--- config.mk ---
export PLATFORM = sky130hd
export DESIGN_NAME = obst_ctrl
export DESIGN_NICKNAME = d
export VERILOG_FILES = /design/src/hdl/obst_pkg.sv /design/src/hdl/obst_ctrl.sv
export SDC_FILE = /design/constraint.sdc
export NUM_CORES = 1
export LEC_CHECK = 0
export BUFFER_PORTS_ARGS = -buffer_cell sky130_fd_sc_hd__buf_2
export CORE_MARGIN = 2
export CORE_UTILIZATION = 30
export DETAILED_ROUTE_END_ITERATION = 10
export GPL_TIMING_DRIVEN = 0
export SLEW_MARGIN = 30
export SYNTH_ARGS = -nofsm -noshare
export SYNTH_HDL_FRONTEND = slang
export SYNTH_SLANG_ARGS = --single-unit
--- constraint.sdc ---
create_clock -name clk -period 5 [get_ports clk]
set_clock_uncertainty 0.05 [all_clocks]
set_input_delay 0.25 -clock clk [delete_from_list [all_inputs] [get_ports clk]]
set_output_delay 0.25 -clock clk [all_outputs]
set_load 0.02 [all_outputs]
--- src/hdl/obst_pkg.sv ---
package obst_pkg;

    localparam int MAX_KEYS_DEF   = 16;
    localparam int COST_WIDTH_DEF = 24;
    localparam int KEY_W          = 5;
    localparam int OUT_COST_W     = 24;
    localparam int PROB_W         = 16;

    // Byte address of the key_count register
    localparam logic [1:0] REG_KEY_COUNT = 2'd0;

    typedef struct packed {
        logic [4:0]  index;
        logic [15:0] key_prob;
        logic [15:0] gap_prob;
        logic        last;
    } in_item_t;

    typedef struct packed {
        logic [4:0]  key;
        logic [4:0]  parent;
        logic        side;
        logic [23:0] min_cost;
        logic        last_res;
    } out_item_t;

    // Commands from the controller to the datapath
    typedef struct packed {
        logic load;      // write the input pair to the probability stores
        logic base;      // write diagonal base entries for row i
        logic wcalc;     // compute and write weight for interval (i,j)
        logic rstep;     // evaluate one root candidate r
        logic rfirst;    // candidate is the first of its interval
        logic commit;    // write best cost and root of (i,j)
        logic rd_cl;     // read cost (i,r-1)
        logic rd_cr;     // read cost (r+1,j)
        logic rd_w;      // read weight (i,j-1) and p_j, q_j
        logic get_mc;    // latch cost (1,n)
        logic [4:0] i;
        logic [4:0] j;
        logic [4:0] r;
    } dp_cmd_t;

endpackage

--- src/hdl/obst_ctrl.sv ---
module obst_ctrl import obst_pkg::*; #(
    parameter int MAX_KEYS = MAX_KEYS_DEF
) (
    input  logic             clk,
    input  logic             rst_n,
    input  logic [4:0]       key_count,
    input  logic             in_valid,
    input  in_item_t         in_item,
    output logic             in_stall,
    output dp_cmd_t          cmd,
    input  logic [KEY_W-1:0] root_rd,
    output logic             out_valid,
    output logic [4:0]       out_key,
    output logic [4:0]       out_parent,
    output logic             out_side,
    output logic             out_last,
    input  logic             out_stall
);

    localparam int SP_W = $clog2(MAX_KEYS + 3);

    localparam logic [3:0] S_IDLE  = 4'd0;
    localparam logic [3:0] S_BRD   = 4'd1;
    localparam logic [3:0] S_BWR   = 4'd2;
    localparam logic [3:0] S_WRD   = 4'd3;
    localparam logic [3:0] S_WCALC = 4'd4;
    localparam logic [3:0] S_CL    = 4'd5;
    localparam logic [3:0] S_CR    = 4'd6;
    localparam logic [3:0] S_CAND  = 4'd7;
    localparam logic [3:0] S_COMM  = 4'd8;
    localparam logic [3:0] S_MC    = 4'd9;
    localparam logic [3:0] S_MCW   = 4'd10;
    localparam logic [3:0] S_POP   = 4'd11;
    localparam logic [3:0] S_RRD   = 4'd12;
    localparam logic [3:0] S_EMIT  = 4'd13;
    localparam logic [3:0] S_OUT   = 4'd14;

    logic [3:0] state_reg, state_next;
    logic [4:0] n_reg, n_next, i_reg, i_next, j_reg, j_next, r_reg, r_next, l_reg, l_next;
    logic [SP_W-1:0] sp_reg, sp_next;
    logic [4:0] stk_lo [MAX_KEYS + 2];
    logic [4:0] stk_hi [MAX_KEYS + 2];
    logic [4:0] stk_par [MAX_KEYS + 2];
    logic       stk_side [MAX_KEYS + 2];
    logic [4:0] lo_reg, lo_next, hi_reg, hi_next, par_reg, par_next;
    logic       side_reg, side_next;
    logic [4:0] key_reg, key_next;
    logic [4:0] cnt_reg, cnt_next;
    logic       push, push_root;
    logic [4:0] eff_n;
    logic       acc;

    assign in_stall  = (state_reg != S_IDLE);
    assign out_valid = (state_reg == S_OUT);
    assign acc       = in_valid && !in_stall;

    always_comb
    begin
        eff_n = key_count;
        if (key_count == 5'd0)
        begin
            eff_n = 5'd1;
        end
        else if (32'(key_count) > MAX_KEYS)
        begin
            eff_n = 5'(MAX_KEYS);
        end
    end

    // Sequence the load, table fill and preorder walk
    always_comb
    begin
        state_next = state_reg;
        n_next = n_reg; i_next = i_reg; j_next = j_reg; r_next = r_reg; l_next = l_reg;
        sp_next = sp_reg;
        lo_next = lo_reg; hi_next = hi_reg; par_next = par_reg; side_next = side_reg;
        key_next = key_reg;
        cnt_next = cnt_reg;
        push = 1'b0; push_root = 1'b0;
        cmd = '0;
        cmd.i = i_reg; cmd.j = j_reg; cmd.r = r_reg;
        unique case (state_reg)
            S_IDLE:
            begin
                cmd.load = acc && (32'(in_item.index) <= MAX_KEYS);
                if (acc && in_item.last)
                begin
                    n_next = eff_n;
                    i_next = 5'd1;
                    state_next = S_BRD;
                end
            end
            S_BRD:
            begin
                // q(i-1) read at address i-1
                cmd.i = i_reg - 5'd1;
                state_next = S_BWR;
            end
            S_BWR:
            begin
                cmd.base = 1'b1;
                cmd.j = i_reg - 5'd1;
                if (i_reg == n_reg + 5'd1)
                begin
                    l_next = 5'd1; i_next = 5'd1; j_next = 5'd1;
                    state_next = S_WRD;
                end
                else
                begin
                    i_next = i_reg + 5'd1;
                    state_next = S_BRD;
                end
            end
            S_WRD:
            begin
                // weight (i,j-1) and p_j, q_j
                cmd.rd_w = 1'b1;
                state_next = S_WCALC;
                r_next = i_reg;
            end
            S_WCALC:
            begin
                cmd.wcalc = 1'b1;
                state_next = S_CL;
            end
            S_CL:
            begin
                cmd.rd_cl = 1'b1;
                state_next = S_CR;
            end
            S_CR:
            begin
                cmd.rd_cr = 1'b1;
                state_next = S_CAND;
            end
            S_CAND:
            begin
                cmd.rstep = 1'b1;
                cmd.rfirst = (r_reg == i_reg);
                if (r_reg == j_reg)
                begin
                    state_next = S_COMM;
                end
                else
                begin
                    r_next = r_reg + 5'd1;
                    state_next = S_CL;
                end
            end
            S_COMM:
            begin
                cmd.commit = 1'b1;
                if (j_reg == n_reg)
                begin
                    if (l_reg == n_reg)
                    begin
                        j_next = n_reg;
                        state_next = S_MC;
                    end
                    else
                    begin
                        l_next = l_reg + 5'd1;
                        i_next = 5'd1;
                        j_next = l_reg + 5'd1;
                        state_next = S_WRD;
                    end
                end
                else
                begin
                    i_next = i_reg + 5'd1;
                    j_next = j_reg + 5'd1;
                    state_next = S_WRD;
                end
            end
            S_MC:
            begin
                cmd.j = n_reg;
                state_next = S_MCW;
            end
            S_MCW:
            begin
                cmd.get_mc = 1'b1;
                push_root = 1'b1;
                sp_next = SP_W'(1);
                cnt_next = 5'd0;
                state_next = S_POP;
            end
            S_POP:
            begin
                if (sp_reg == '0)
                begin
                    state_next = S_IDLE;
                end
                else
                begin
                    sp_next = sp_reg - SP_W'(1);
                    lo_next = stk_lo[sp_reg - SP_W'(1)];
                    hi_next = stk_hi[sp_reg - SP_W'(1)];
                    par_next = stk_par[sp_reg - SP_W'(1)];
                    side_next = stk_side[sp_reg - SP_W'(1)];
                    state_next = (stk_lo[sp_reg - SP_W'(1)] > stk_hi[sp_reg - SP_W'(1)])
                                 ? S_POP : S_RRD;
                end
            end
            S_RRD:
            begin
                cmd.i = lo_reg; cmd.j = hi_reg;
                state_next = S_EMIT;
            end
            S_EMIT:
            begin
                key_next = (root_rd < lo_reg || root_rd > hi_reg) ? lo_reg : root_rd;
                state_next = S_OUT;
            end
            S_OUT:
            begin
                if (!out_stall)
                begin
                    cnt_next = cnt_reg + 5'd1;
                    push = 32'(sp_reg) + 2 <= MAX_KEYS + 2;
                    if (push)
                    begin
                        sp_next = sp_reg + SP_W'(2);
                    end
                    state_next = S_POP;
                end
            end
            default:
            begin
                state_next = S_IDLE;
            end
        endcase
    end

    always_ff @(posedge clk or negedge rst_n)
    begin
        if (!rst_n)
        begin
            state_reg <= S_IDLE;
            sp_reg    <= '0;
        end
        else
        begin
            state_reg <= state_next;
            sp_reg    <= sp_next;
        end
    end

    always_ff @(posedge clk)
    begin
        n_reg <= n_next; i_reg <= i_next; j_reg <= j_next; r_reg <= r_next; l_reg <= l_next;
        lo_reg <= lo_next; hi_reg <= hi_next; par_reg <= par_next; side_reg <= side_next;
        key_reg <= key_next;
        cnt_reg <= cnt_next;
        if (push_root)
        begin
            stk_lo[0] <= 5'd1; stk_hi[0] <= n_reg; stk_par[0] <= 5'd0; stk_side[0] <= 1'b0;
        end
        if (push)
        begin
            stk_lo[sp_reg] <= key_reg + 5'd1;
            stk_hi[sp_reg] <= hi_reg;
            stk_par[sp_reg] <= key_reg;
            stk_side[sp_reg] <= 1'b1;
            stk_lo[sp_reg + SP_W'(1)] <= lo_reg;
            stk_hi[sp_reg + SP_W'(1)] <= key_reg - 5'd1;
            stk_par[sp_reg + SP_W'(1)] <= key_reg;
            stk_side[sp_reg + SP_W'(1)] <= 1'b0;
        end
    end

    assign out_key    = key_reg;
    assign out_parent = par_reg;
    assign out_side   = side_reg;
    // Final node: every key is emitted once, so the n-th transfer is the last
    assign out_last   = (cnt_reg + 5'd1 == n_reg);

`ifndef SYNTHESIS
    a_stall_busy: assert property (@(posedge clk) disable iff (!rst_n)
        out_valid |-> in_stall) else $error("input taken during walk");
    a_sp_bound: assert property (@(posedge clk) disable iff (!rst_n)
        32'(sp_reg) <= MAX_KEYS + 2) else $error("walk stack overflow");
    a_key_range: assert property (@(posedge clk) disable iff (!rst_n)
        out_valid |-> (out_key >= 5'd1 && out_key <= n_reg)) else $error("key out of range");
`endif

endmodule

==> impl_results.md, run 1 <==
- Root Buffer: clkbuf_16
- Total die area: ~62,000 um2
- Count of distinct cell types in the synthesized netlist: 74
- VDD IR-drop max: 266 uV
- Post-CTS clock slew at the launch and capture registers of the worst setup and hold paths: 60 ps
- Iteration-0 DRC count of the detailed router: 1,303
- Startpoint-to-endpoint class of the critical path: register to register
- Top-Level Pins: 91
- Most utilized layer in the global route result: met2
- Initial antenna violation count: 0
- Syn Nets: 1,414
- Clock Sink Count: 348
- Sw Share: 0.362
- Slew at the pin closest to its max-slew limit: approximately 1100 ps
- Detailed-routing iteration count for the pre-antenna-repair pass: 5
- Critical Path Sink Type: register
- Post-synthesis compound-gate area fraction: 0.0587
- Routability Congestion: approximately 0.91
- Number of flops mapped to enable cells by yosys: about 320
- Critical path launch point: sp_reg[0]
- NumNets Final: about 1,500
- Remaining number of nets flagged by the antenna check after routing: 0
- Initial Utilization: 0.302
- Row count: 90
- Setup-failing EPs final: 0
- Yosys synthesis warning count: 0
- Sequential group share of total power: 0.331
- Max-cap check violation count: 0
- Biggest registers after layout: stk_hi: 90 flops, stk_lo: 90 flops, stk_par: 90 flops
- Total of buffers placed on input and output ports: 58
- Met1 usage in global routing: 0.242
- Placeable core region: 60,000 um2
- Largest stage delay on the critical path: 490 ps
- Unrepaired setup endpoints after global routing: no
- Status: finished, final reports clean
- Avg Synthesized Cell Area: 13.7 um2
- Critical path data required time: 5360 ps
- Global routing usage summed across all routing layers: 0.174
- DIE WIDTH: 250 um
- Final hold violation count: 0
- Total buffers and inverters traversed by the critical path: 8
- Logic pwr share: 0.359
- Cells after Synth: approximately 1,300
- Worst-path cell chain: buf_4 > buf_4 > buf_6 > inv_1 > ha_1 > buf_4 > nor3b_1 > xor2_2 > buf_4 > buf_4 > nor2_4 > clkbuf_2 > a31oi_1 > ha_1 > o21ai_0 > a21oi_1 > nor3_1 > or4_1 > nand4b_1
- Final period utilization: 0.972
- Most common cell type on the critical path: buf_4
- Max Transition Viols Final: 0
- Total wire length: 55.5 mm
- Met3 capacity usage during global routing: 0.0260
- Hold crit path type: input port to register
- Number of buffers added by the clock tree synthesis step: 38
- P per Cell Area: 477 nW/um2
- Final HPWL DP: 38.8 mm
- Via count of the first global-routing pass: 12,200
- Sort of element at the start of the critical path: register
- Cell with the largest stage delay on the worst path: dfrtp_1
- Worst Path Arrival: about 5200 ps
- Cell Area, Synth: 18,100 um2
- Peak fanout along the critical path: 10
- Max Buffers Root-to-Sink: 3
- Largest net degree at the start of global routing: 19
- DRC violations left: 0
- Met2 track utilization from global routing: 0.286
- First-pass GRT wire length: roughly 80 mm
- Post-Synth Adder-Cell Area: 0.0228
- Mux contribution to synthesized area: 0.203
- Insertion delay of the later-clocked pin in the worst-skew pair: between 500 and 600 ps
- Startpoint of the worst hold path: root_rd[2]
- Prevailing post-synth register cell: edfxtp_1
- Global route overflow: 0
- Antenna Cells: 0
- Net switching power figure: approximately 3.7 mW
- Area growth from synthesis to layout: 18.0%
- TritonCTS clock tree: built
- Internal power: 6.52 mW
- Hold slack final: approximately 21 ps
- Slew margin rel.: 0.279
- XOR/XNOR share of the synthesized area: 0.0313
- Leakage power: slightly below 8 nW
- Detailed-route wire length per cell: 24.6 um
- Total number of H-tree levels: 2
- Startpoint of the lowest-slack register-to-register path: sp_reg[0]
- Maximum clock frequency: slightly above 0.2 GHz
- Shortest clock period the worst path allows after layout: 4860 ps
- Count of state elements after synthesis: 348
- Family with the most delay on the worst path: buffers and inverters
- Portion of total power attributed to the clock network: 0.310
- Share of synthesized flip-flops with an asynchronous set or reset: 0.0259
- Share of synthesized area occupied by flip-flops and latches: 0.564
- Final core utilization: 0.357
- Routed via count divided by cell count: 5.40
- Fraction of the mapped netlist area in simple logic gates: 0.0831
- Die Span Y: 250 um
- Vias post-DR: 12,200
- Fraction of final layout cells sized beyond drive strength 1: 0.258
- Combinational family with the most area after synthesis: multiplexers
## cell usage in the layout (no fill, tap or decap), drive strengths merged, types with 5 or more instances in the layout
master	instances
dlygate4sd3	7
nand3	50
o22ai	7
buf	127
a31oi	18
o21a	16
nand2	105
nand4	6
nand2b	11
a22oi	7
edfxtp	321
nor2	50
nor3	27
a32o	11
nor2b	11
dfxtp	18
or3	5
mux2	79
mux2i	132
dfrtp	9
xnor2	29
and2	16
bufinv	9
clkinv	12
mux4	64
and3	8
xor2	35
inv	31
o21ai	41
a21oi	18
ha	33
clkbuf	103
## cell type report
class	instances	area (um2)
fill	5743	38600
clock buffer	42	976
timing repair buffer	82	616
buffer	113	612
clock inverter	27	418
multi-input combinational	838	7470
tap	782	978
sequential	348	10200
inverter	29	109
## logic make-up after synthesis
| kind of cell | after synthesis |
|---|---|
| fa+ha+maj | 33 |
| buf+inv | 143 |
| xor+xnor | 64 |
| simple gates | 310 |
| flops | 348 |
| compound gates | 156 |
| mux | 275 |
## worst paths after layout
check                           slack (ps)  depth (start not counted)      endpoint
max in group asynchronous             4610                          2  state_reg[2]
worst min register to register         410                          2   stk_side[4]
worst min-delay path                    20                          2    out_key[2]
worst max-delay path                   140                         19  state_reg[1]
min in group asynchronous               90                          2  state_reg[0]
worst max register to register         140                         19  state_reg[1]
## through the flow
step           cells  setup TNS (ps)  worst slack (ps)  total power [mW]  cell area [um2]
2_1_floorplan   1329               0               909              5.73            18100
6_report        2261               0               142              10.2            21400
3_3_place_gp    2169          -37160             -1190              6.89            19400
3_5_place_dp    2180           -4980             -1340              6.94            19800
4_1_cts         2258               0              16.8              10.1            21400
5_1_grt         2261               0              2.59              10.6            21400
## Yosys cell counts, types with 4 or more instances
master | instances | area, um2
nand3_1 | 49 | 245
ha_1 | 33 | 413
buf_2 | 27 | 135
a31oi_1 | 18 | 113
mux2i_1 | 130 | 1300
nand4_1 | 6 | 37.5
a32o_1 | 11 | 110
or3_1 | 5 | 31.3
o211ai_1 | 4 | 30.0
nand2b_1 | 11 | 68.8
o22ai_1 | 7 | 43.8
dfrtp_1 | 9 | 225
o21a_1 | 16 | 120
nor3b_1 | 4 | 30.0
inv_1 | 28 | 105
edfxtp_1 | 321 | 9640
mux2_4 | 4 | 60.1
dfxtp_1 | 18 | 360
clkbuf_1 | 61 | 229
a21oi_1 | 17 | 85.1
mux4_2 | 64 | 1440
nand2_1 | 104 | 390
xnor2_1 | 29 | 254
o21ai_0 | 39 | 195
and2_1 | 16 | 100
and3_1 | 8 | 50.1
buf_6 | 8 | 90.1
mux2_2 | 72 | 811
nor2b_1 | 11 | 68.8
nor2_1 | 50 | 188
nor3_1 | 27 | 135
a22oi_1 | 7 | 52.6
buf_4 | 16 | 120
xor2_1 | 34 | 298
## metal layers
metal	part of all wire	wire length, um
met1	0.43	23900
met2	0.47	26100
met3	0.074	4100
met4	0.024	1360
met5	0	0
## power by group through the flow
stage                     Combinational (mW)  Sequential (mW)  Clock, mW
after CTS                               3.57             3.38       3.18
final                                   3.67             3.38       3.16
after detailed placement                3.50             3.44          0
after global placement                  3.46             3.44          0
after global routing                    3.88             3.39       3.29
after floorplan                         2.30             3.44          0
## timing repair
action / in CTS / in global routing
buffers inserted: 3 / 3
setup endpoints to repair: 13 / 3
resized for setup: 21 / 4
pin swaps: 1 / 1
hold endpoints to repair: 15 / 0
hold buffers: 7 / 0
No activity file was read; power rests on OpenSTA's default activity.
==> inputs of run 2 (changes only) <==
--- a/config.mk
+++ b/config.mk
@@ -6,11 +6,9 @@
 export NUM_CORES = 1
 export LEC_CHECK = 0
 export BUFFER_PORTS_ARGS = -buffer_cell sky130_fd_sc_hd__buf_2
-export CORE_MARGIN = 2
 export CORE_UTILIZATION = 30
 export DETAILED_ROUTE_END_ITERATION = 10
 export GPL_TIMING_DRIVEN = 0
-export SLEW_MARGIN = 30
 export SYNTH_ARGS = -nofsm -noshare
 export SYNTH_HDL_FRONTEND = slang
 export SYNTH_SLANG_ARGS = --single-unit
==> run 2 against run 1 <==
  * Clock power decreased by 14%
  * Critical path depth decreased by 1
  * Power decreased by 3.7%
  * Routed wire length decreased by 4.0%
  * Highest routed layer unchanged
==> impl_results.md, run 2 (synthesis results as in run 1) <==
- Worst setup slack after placement: -1420 ps (-81.0 ps)
- P per Cell Area: 467 nW/um2 (-2.1%)
- Routability Congestion: 0.895 (-1.3%)
- Peak fanout along the critical path: 10 (unchanged)
- Commonest cells after routing, fill and taps aside: edfxtp_1, mux2i_1, nand2_1, buf_2, mux2_2
- Slew margin rel.: 0.119 (-0.160)
- NumNets Final: 1,537 (+0.13%)
- Final HPWL DP: 38.6 mm (-0.45%)
- Critical Path Sink Type: register
- Critical path data required time: 5420 ps (+60 ps)
- Row count: 89 (-1.1%)
- Initial antenna violation count: 0 (unchanged)
- Total wire length: 53.3 mm (-4.0%)
- Area growth from synthesis to layout: 16.1%
- Final core utilization: 0.355 (-0.00181)
- Global route overflow: 0 (unchanged)
- TritonCTS clock tree: built
- Largest net degree at the start of global routing: 18 (-1)
- DRC violations left: 0 (unchanged)
- Global routing usage summed across all routing layers: 0.173 (-0.00113)
- Filler cell count in the final layout: 5,748 (+0.087%)
- First-pass GRT wire length: 78.4 mm (-2.9%)
- Status: finished, final reports clean
- Vias post-DR: 12,100 (-1.2%)
- Leakage power: 7.68 nW (-1.4%)
- Routed via count divided by cell count: 5.36 (-0.68%)
- Detailed-route wire length per cell: 23.7 um (-3.5%)
- Via count of the first global-routing pass: 12,100 (-1.5%)
- Max-cap check violation count: 0 (unchanged)
- Clock Sink Count: 348 (unchanged)
- Iteration-0 DRC count of the detailed router: 1,265 (-2.9%)
- Max Buffers Root-to-Sink: 3 (unchanged)
- Final period utilization: 0.959 (-0.0129)
- Tot Pwr: 9.83 mW (-3.7%)
- Shortest clock period the worst path allows after layout: 4790 ps (-64.6 ps)
- Final hold violation count: 0 (unchanged)
- Fraction of final layout cells sized beyond drive strength 1: 0.249 (-0.00896)
- Number of buffers added by the clock tree synthesis step: 38 (unchanged)
- VDD IR-drop max: 334 uV (+25%)
- Initial Utilization: 0.306 (+0.00340)
- Total die area: 61,500 um2 (-1.6%)
- Maximum clock frequency: 0.209 GHz (+1.3%)
- Total number of H-tree levels: 2 (unchanged)
- Sequential standard cell area: 10,200 um2 (about the same)
- Antenna Cells: 0 (unchanged)
- Total of buffers placed on input and output ports: 58 (unchanged)
- Insertion delay of the later-clocked pin in the worst-skew pair: 560 ps (about the same)
- Root Buffer: clkbuf_16
- Placeable core region: 59,400 um2 (-1.1%)
- Sort of element at the start of the critical path: register
- Max Transition Viols Final: 0 (unchanged)
- Most frequent standard cell in the layout excluding fill and tap cells: edfxtp_1
- Top-Level Pins: 91 (unchanged)
- Startpoint-to-endpoint class of the critical path: register to register
- Detailed-routing iteration count for the pre-antenna-repair pass: 5 (unchanged)
- Final Worst Setup Slack: 207 ps (+64.6 ps)
- Hold crit path type: input port to register
- Slew at the pin closest to its max-slew limit: 1280 ps (+213 ps)
- Unrepaired setup endpoints after global routing: no
- Setup-failing EPs final: 0 (unchanged)
- Post-CTS clock slew at the launch and capture registers of the worst setup and hold paths: 60 ps (about the same)
- Biggest registers after layout: stk_hi: 90 flops, stk_lo: 90 flops, stk_par: 90 flops
- DIE WIDTH: 248 um (-0.80%)
- Area used by multi-input combinational logic: 7340 um2 (-1.7%)
- Worst Path Arrival: 5210 ps (about the same)
- Die Span Y: 248 um (-0.80%)
- Remaining number of nets flagged by the antenna check after routing: 0 (unchanged)
-- run 2: cell count changes in the layout (fill, tap and decap cells not counted), sizes merged --
cell	delta
clkbuf	+7
bufinv	-7
clkinvlp	-4
dlygate4sd3	-1
buf	+2
-- run 2: path summary, 6_finish.rpt --
| path | from | endpoint | cells past startpoint | slack (ps) |
|---|---|---|---|---|
| worst min-delay path | root_rd[1] | out_key[1] | 2 | 10 |
| worst max-delay path | sp_reg[0] | state_reg[0] | 18 | 210 |
| min in group asynchronous | rst_n | state_reg[3] | 2 | 50 |
| max in group asynchronous | rst_n | sp_reg[0] | 2 | 4640 |
| worst min register to register | stk_side[4] | stk_side[4] | 2 | 400 |
| worst max register to register | sp_reg[0] | state_reg[0] | 18 | 210 |
-- run 2: worst max-delay path, stage by stage (launching register included) --
cell and delay, ps:
dfrtp_2 450, buf_6 210, buf_6 230, buf_6 250, inv_1 130, ha_1 210, buf_4 190, nor3b_2 180
xor2_2 310, nor2b_1 80, clkbuf_2 220, buf_2 260, a32o_1 280, a31oi_2 300, ha_1 300, nand4_1 90
mux2i_1 160, or4_1 560, a31oi_1 190
-- run 2: metal layers --
layer | GRT usage | routed length, um | up-vias
met3 | 0.0341 | 3980 | 86
met5 | 0 | 0 | -
met4 | 0.0473 | 1270 | 0
li1 | - | - | 5318
met1 | 0.238 | 23300 | 6180
met2 | 0.276 | 24700 | 471
-- run 2: area by class of cell --
cell class	count	share of cell area
plain buffers	114	0.0296
clock buffers	48	0.0474
clock inverters	16	0.00796
inverters	29	0.00517
multi-input cells	838	0.349
flip-flops and latches	348	0.486
well taps	773	0.0459
repair buffers	83	0.0297
-- run 2: repair_timing --
action	in CTS	in global routing
pin swaps	1	0
buffers inserted	3	0
gates resized for setup	24	6
endpoints found under the hold margin	14	0
setup endpoints to repair	14	3
hold buffers	6	0
-- run 2: report_power, final --
part,total [mW],switching (mW),internal [mW]
Combinational,3.73,2.41,1.32
Sequential,3.38,0.0729,3.31
Clock,2.72,1.19,1.53
Total,9.83,3.68,6.16
-- run 2: per-stage QoR --
stage | hold slack (ps) | TNS [ps] | cell area [um2] | cells
after detailed placement | 77.9 | -4890 | 19700 | 2176
after global placement | 75.6 | -39080 | 19400 | 2160
after global routing | 14.3 | 0 | 21100 | 2249
final | 11.9 | 0 | 21100 | 2249
after CTS | 2.36 | 0 | 21000 | 2249
after floorplan | -95.6 | 0 | 18100 | 1329
==> inputs of run 3 (changes only) <==
--- a/config.mk
+++ b/config.mk
@@ -6,9 +6,13 @@
 export NUM_CORES = 1
 export LEC_CHECK = 0
 export BUFFER_PORTS_ARGS = -buffer_cell sky130_fd_sc_hd__buf_2
+export CELL_PAD_IN_SITES_DETAIL_PLACEMENT = 1
+export CELL_PAD_IN_SITES_GLOBAL_PLACEMENT = 1
+export CORE_ASPECT_RATIO = 1.1
 export CORE_UTILIZATION = 30
 export DETAILED_ROUTE_END_ITERATION = 10
 export GPL_TIMING_DRIVEN = 0
+export PLACE_DENSITY_LB_ADDON = 0.1
 export SYNTH_ARGS = -nofsm -noshare
 export SYNTH_HDL_FRONTEND = slang
 export SYNTH_SLANG_ARGS = --single-unit
==> run 3 against run 2 <==
  * Non-clock buffer count is 5 higher
  * Register-to-register slack barely moved
  * First-iteration DRC count is 32% lower
  * Combinational power grew 4%
  * Global-route usage increased by 4.3 points
  * Largest cell class unchanged
==> impl_results.md, run 3 (synthesis results as in run 1) <==
- Total buffers and inverters traversed by the critical path: 7 (unchanged)
- Setup slack, reg-to-reg: 210 ps (about the same)
- Most common cell type on the critical path: buf_6
- Destination of the worst register-to-register timing path: state_reg[0]
- Family with the most delay on the worst path: buffers and inverters
- Total die area: 61,500 um2 (about the same)
- Area growth from synthesis to layout: 17.5%
- Global route overflow: 0 (unchanged)
- Most frequent standard cell in the layout excluding fill and tap cells: edfxtp_1
- First-pass GRT wire length: 94.1 mm (+20%)
- Row count: 94 (+5.6%)
- Startpoint of the lowest-slack register-to-register path: sp_reg[0]
- Top-Level Pins: 91 (unchanged)
- Maximum clock frequency: 0.209 GHz (about the same)
- Vias post-DR: 12,000 (-0.77%)
- Total wire length: 65.7 mm (+23%)
- Initial antenna violation count: 0 (unchanged)
- Max Buffers Root-to-Sink: 3 (unchanged)
- Shortest clock period the worst path allows after layout: 4790 ps (-0.0780 ps)
- Root Buffer: clkbuf_16
- Final period utilization: 0.959 (about the same)
- Commonest cells after routing, fill and taps aside: edfxtp_1, mux2i_1, nand2_1, buf_2, mux2_2
- Number of buffers added by the clock tree synthesis step: 42 (+11%)
- NumNets Final: 1,546 (+0.59%)
- Initial Utilization: 0.304 (-0.00202)
- Slew margin rel.: 0.0618 (-0.0573)
- Final HPWL DP: 47.8 mm (+24%)
- DRC violations left: 0 (unchanged)
- Antenna Cells: 0 (unchanged)
- Total of buffers placed on input and output ports: 58 (unchanged)
- TritonCTS clock tree: built
- Detailed-route wire length per cell: 29.1 um (+23%)
- Largest net degree at the start of global routing: 18 (unchanged)
- Peak fanout along the critical path: 10 (unchanged)
- Slew at the pin closest to its max-slew limit: 1370 ps (+83.5 ps)
- Status: finished, final reports clean
- Total number of H-tree levels: 2 (unchanged)
- Via count of the first global-routing pass: 12,600 (+4.6%)
- Global routing usage summed across all routing layers: 0.216 (+0.0429)
- Critical Path Sink Type: register
- Largest stage delay on the critical path: 570 ps (about the same)
- Detailed-routing iteration count for the pre-antenna-repair pass: 5 (unchanged)
- Post-CTS clock slew at the launch and capture registers of the worst setup and hold paths: 60 ps (about the same)
- Sort of element at the start of the critical path: register
- Placeable core region: 59,700 um2 (+0.66%)
- Unrepaired setup endpoints after global routing: no
- Worst Path Arrival: 5230 ps (+20 ps)
- Leakage power: 7.78 nW (+1.3%)
- Die Span Y: 260 um (+4.8%)
- Setup-failing EPs final: 0 (unchanged)
- Final hold violation count: 0 (unchanged)
- Iteration-0 DRC count of the detailed router: 857 (-32%)
- Insertion delay of the later-clocked pin in the worst-skew pair: 570 ps (about the same)
- Remaining number of nets flagged by the antenna check after routing: 0 (unchanged)
- Filler cell count in the final layout: 6,257 (+8.9%)
- Max-cap check violation count: 0 (unchanged)
- Routability Congestion: 0.817 (-8.7%)
- Final core utilization: 0.357 (+0.00185)
- Number of cell instances on the worst register-to-register path: 16 (-2)
- Clock Sink Count: 348 (unchanged)
- Final-layout setup total negative slack: 0 ps (unchanged)
- DIE WIDTH: 236 um (-4.6%)
- VDD IR-drop max: 249 uV (-25%)
- Routed via count divided by cell count: 5.30 (-1.2%)
- Biggest registers after layout: stk_hi: 90 flops, stk_lo: 90 flops, stk_par: 90 flops
- Max Transition Viols Final: 0 (unchanged)
- P per Cell Area: 481 nW/um2 (+3.0%)
- Worst-path cell chain: buf_4 > buf_6 > buf_6 > inv_1 > ha_1 > buf_4 > buf_6 > clkbuf_4 > mux4_2 > nand2_1 > a31oi_1 > ha_1 > nand4_1 > mux2i_1 > or4_1 > a31oi_1
- Fraction of final layout cells sized beyond drive strength 1: 0.252 (+0.00286)
- Hold crit path type: input port to asynchronous set/reset pin
- Startpoint-to-endpoint class of the critical path: register to register
- Critical path data required time: 5440 ps (+20 ps)
- Cell with the largest stage delay on the worst path: or4_1
[run 3: cell types whose count changed in the layout (fill, tap and decap cells not counted), sizes merged]
cell	delta
dlygate4sd3	+5
buf	+3
bufinv	+1
clkbuf	+4
clkinvlp	+2
[run 3: power breakdown]
group	total [mW]	switching, mW	leakage (nW)	internal, mW
Clock	2.97	1.26	0.624	1.72
Combinational	3.89	2.55	4.13	1.35
Sequential	3.38	0.0746	3.02	3.31
[run 3: area by class of cell]
type	instances	area [um2]	share of cell area
sequential	348	10200	0.480
multi-input combinational	838	7370	0.346
clock buffer	55	1110	0.0521
tap	768	961	0.0451
timing repair buffer	89	733	0.0344
buffer	113	619	0.0291
clock inverter	19	185	0.00869
inverter	29	109	0.00511
[run 3: metal layers]
| layer | GRT usage | routed length (um) |
|---|---|---|
| met4 | 0.0438 | 1100 |
| met3 | 0.0291 | 2540 |
| met5 | 0 | 0 |
| met1 | 0.281 | 28900 |
| met2 | 0.381 | 33100 |
[run 3: worst max-delay path by stage]
stage / slack [ps] / endpoint / startpoint / depth (start not counted)
final: 210 / state_reg[0] / sp_reg[0] / 16
after global routing: 4 / state_reg[0] / sp_reg[0] / 19
after global placement: -1940 / state_reg[0] / sp_reg[0] / 16
after CTS: 9 / state_reg[0] / sp_reg[0] / 17
after floorplan: 910 / state_reg[0] / sp_reg[0] / 17
after detailed placement: -1910 / state_reg[0] / sp_reg[0] / 16
[run 3: per-stage QoR]
step	hold WS, ps	setup slack (ps)	cell area, um2	power (mW)	std cells
after global routing	30.5	3.97	21300	10.7	2259
after detailed placement	82.2	-1910	19800	7.23	2171
final	32.4	207	21300	10.3	2259
after floorplan	-95.6	909	18100	5.73	1329
after global placement	84.7	-1940	19400	7.17	2155
after CTS	4.86	9.49	21300	10.3	2259
[run 3: timing repair]
item,in CTS,in global routing
setup endpoints to repair,15,2
endpoints found under the hold margin,19,0
resized for setup,27,8
pin swaps,1,0
setup buffers,4,0
hold buffers,11,0
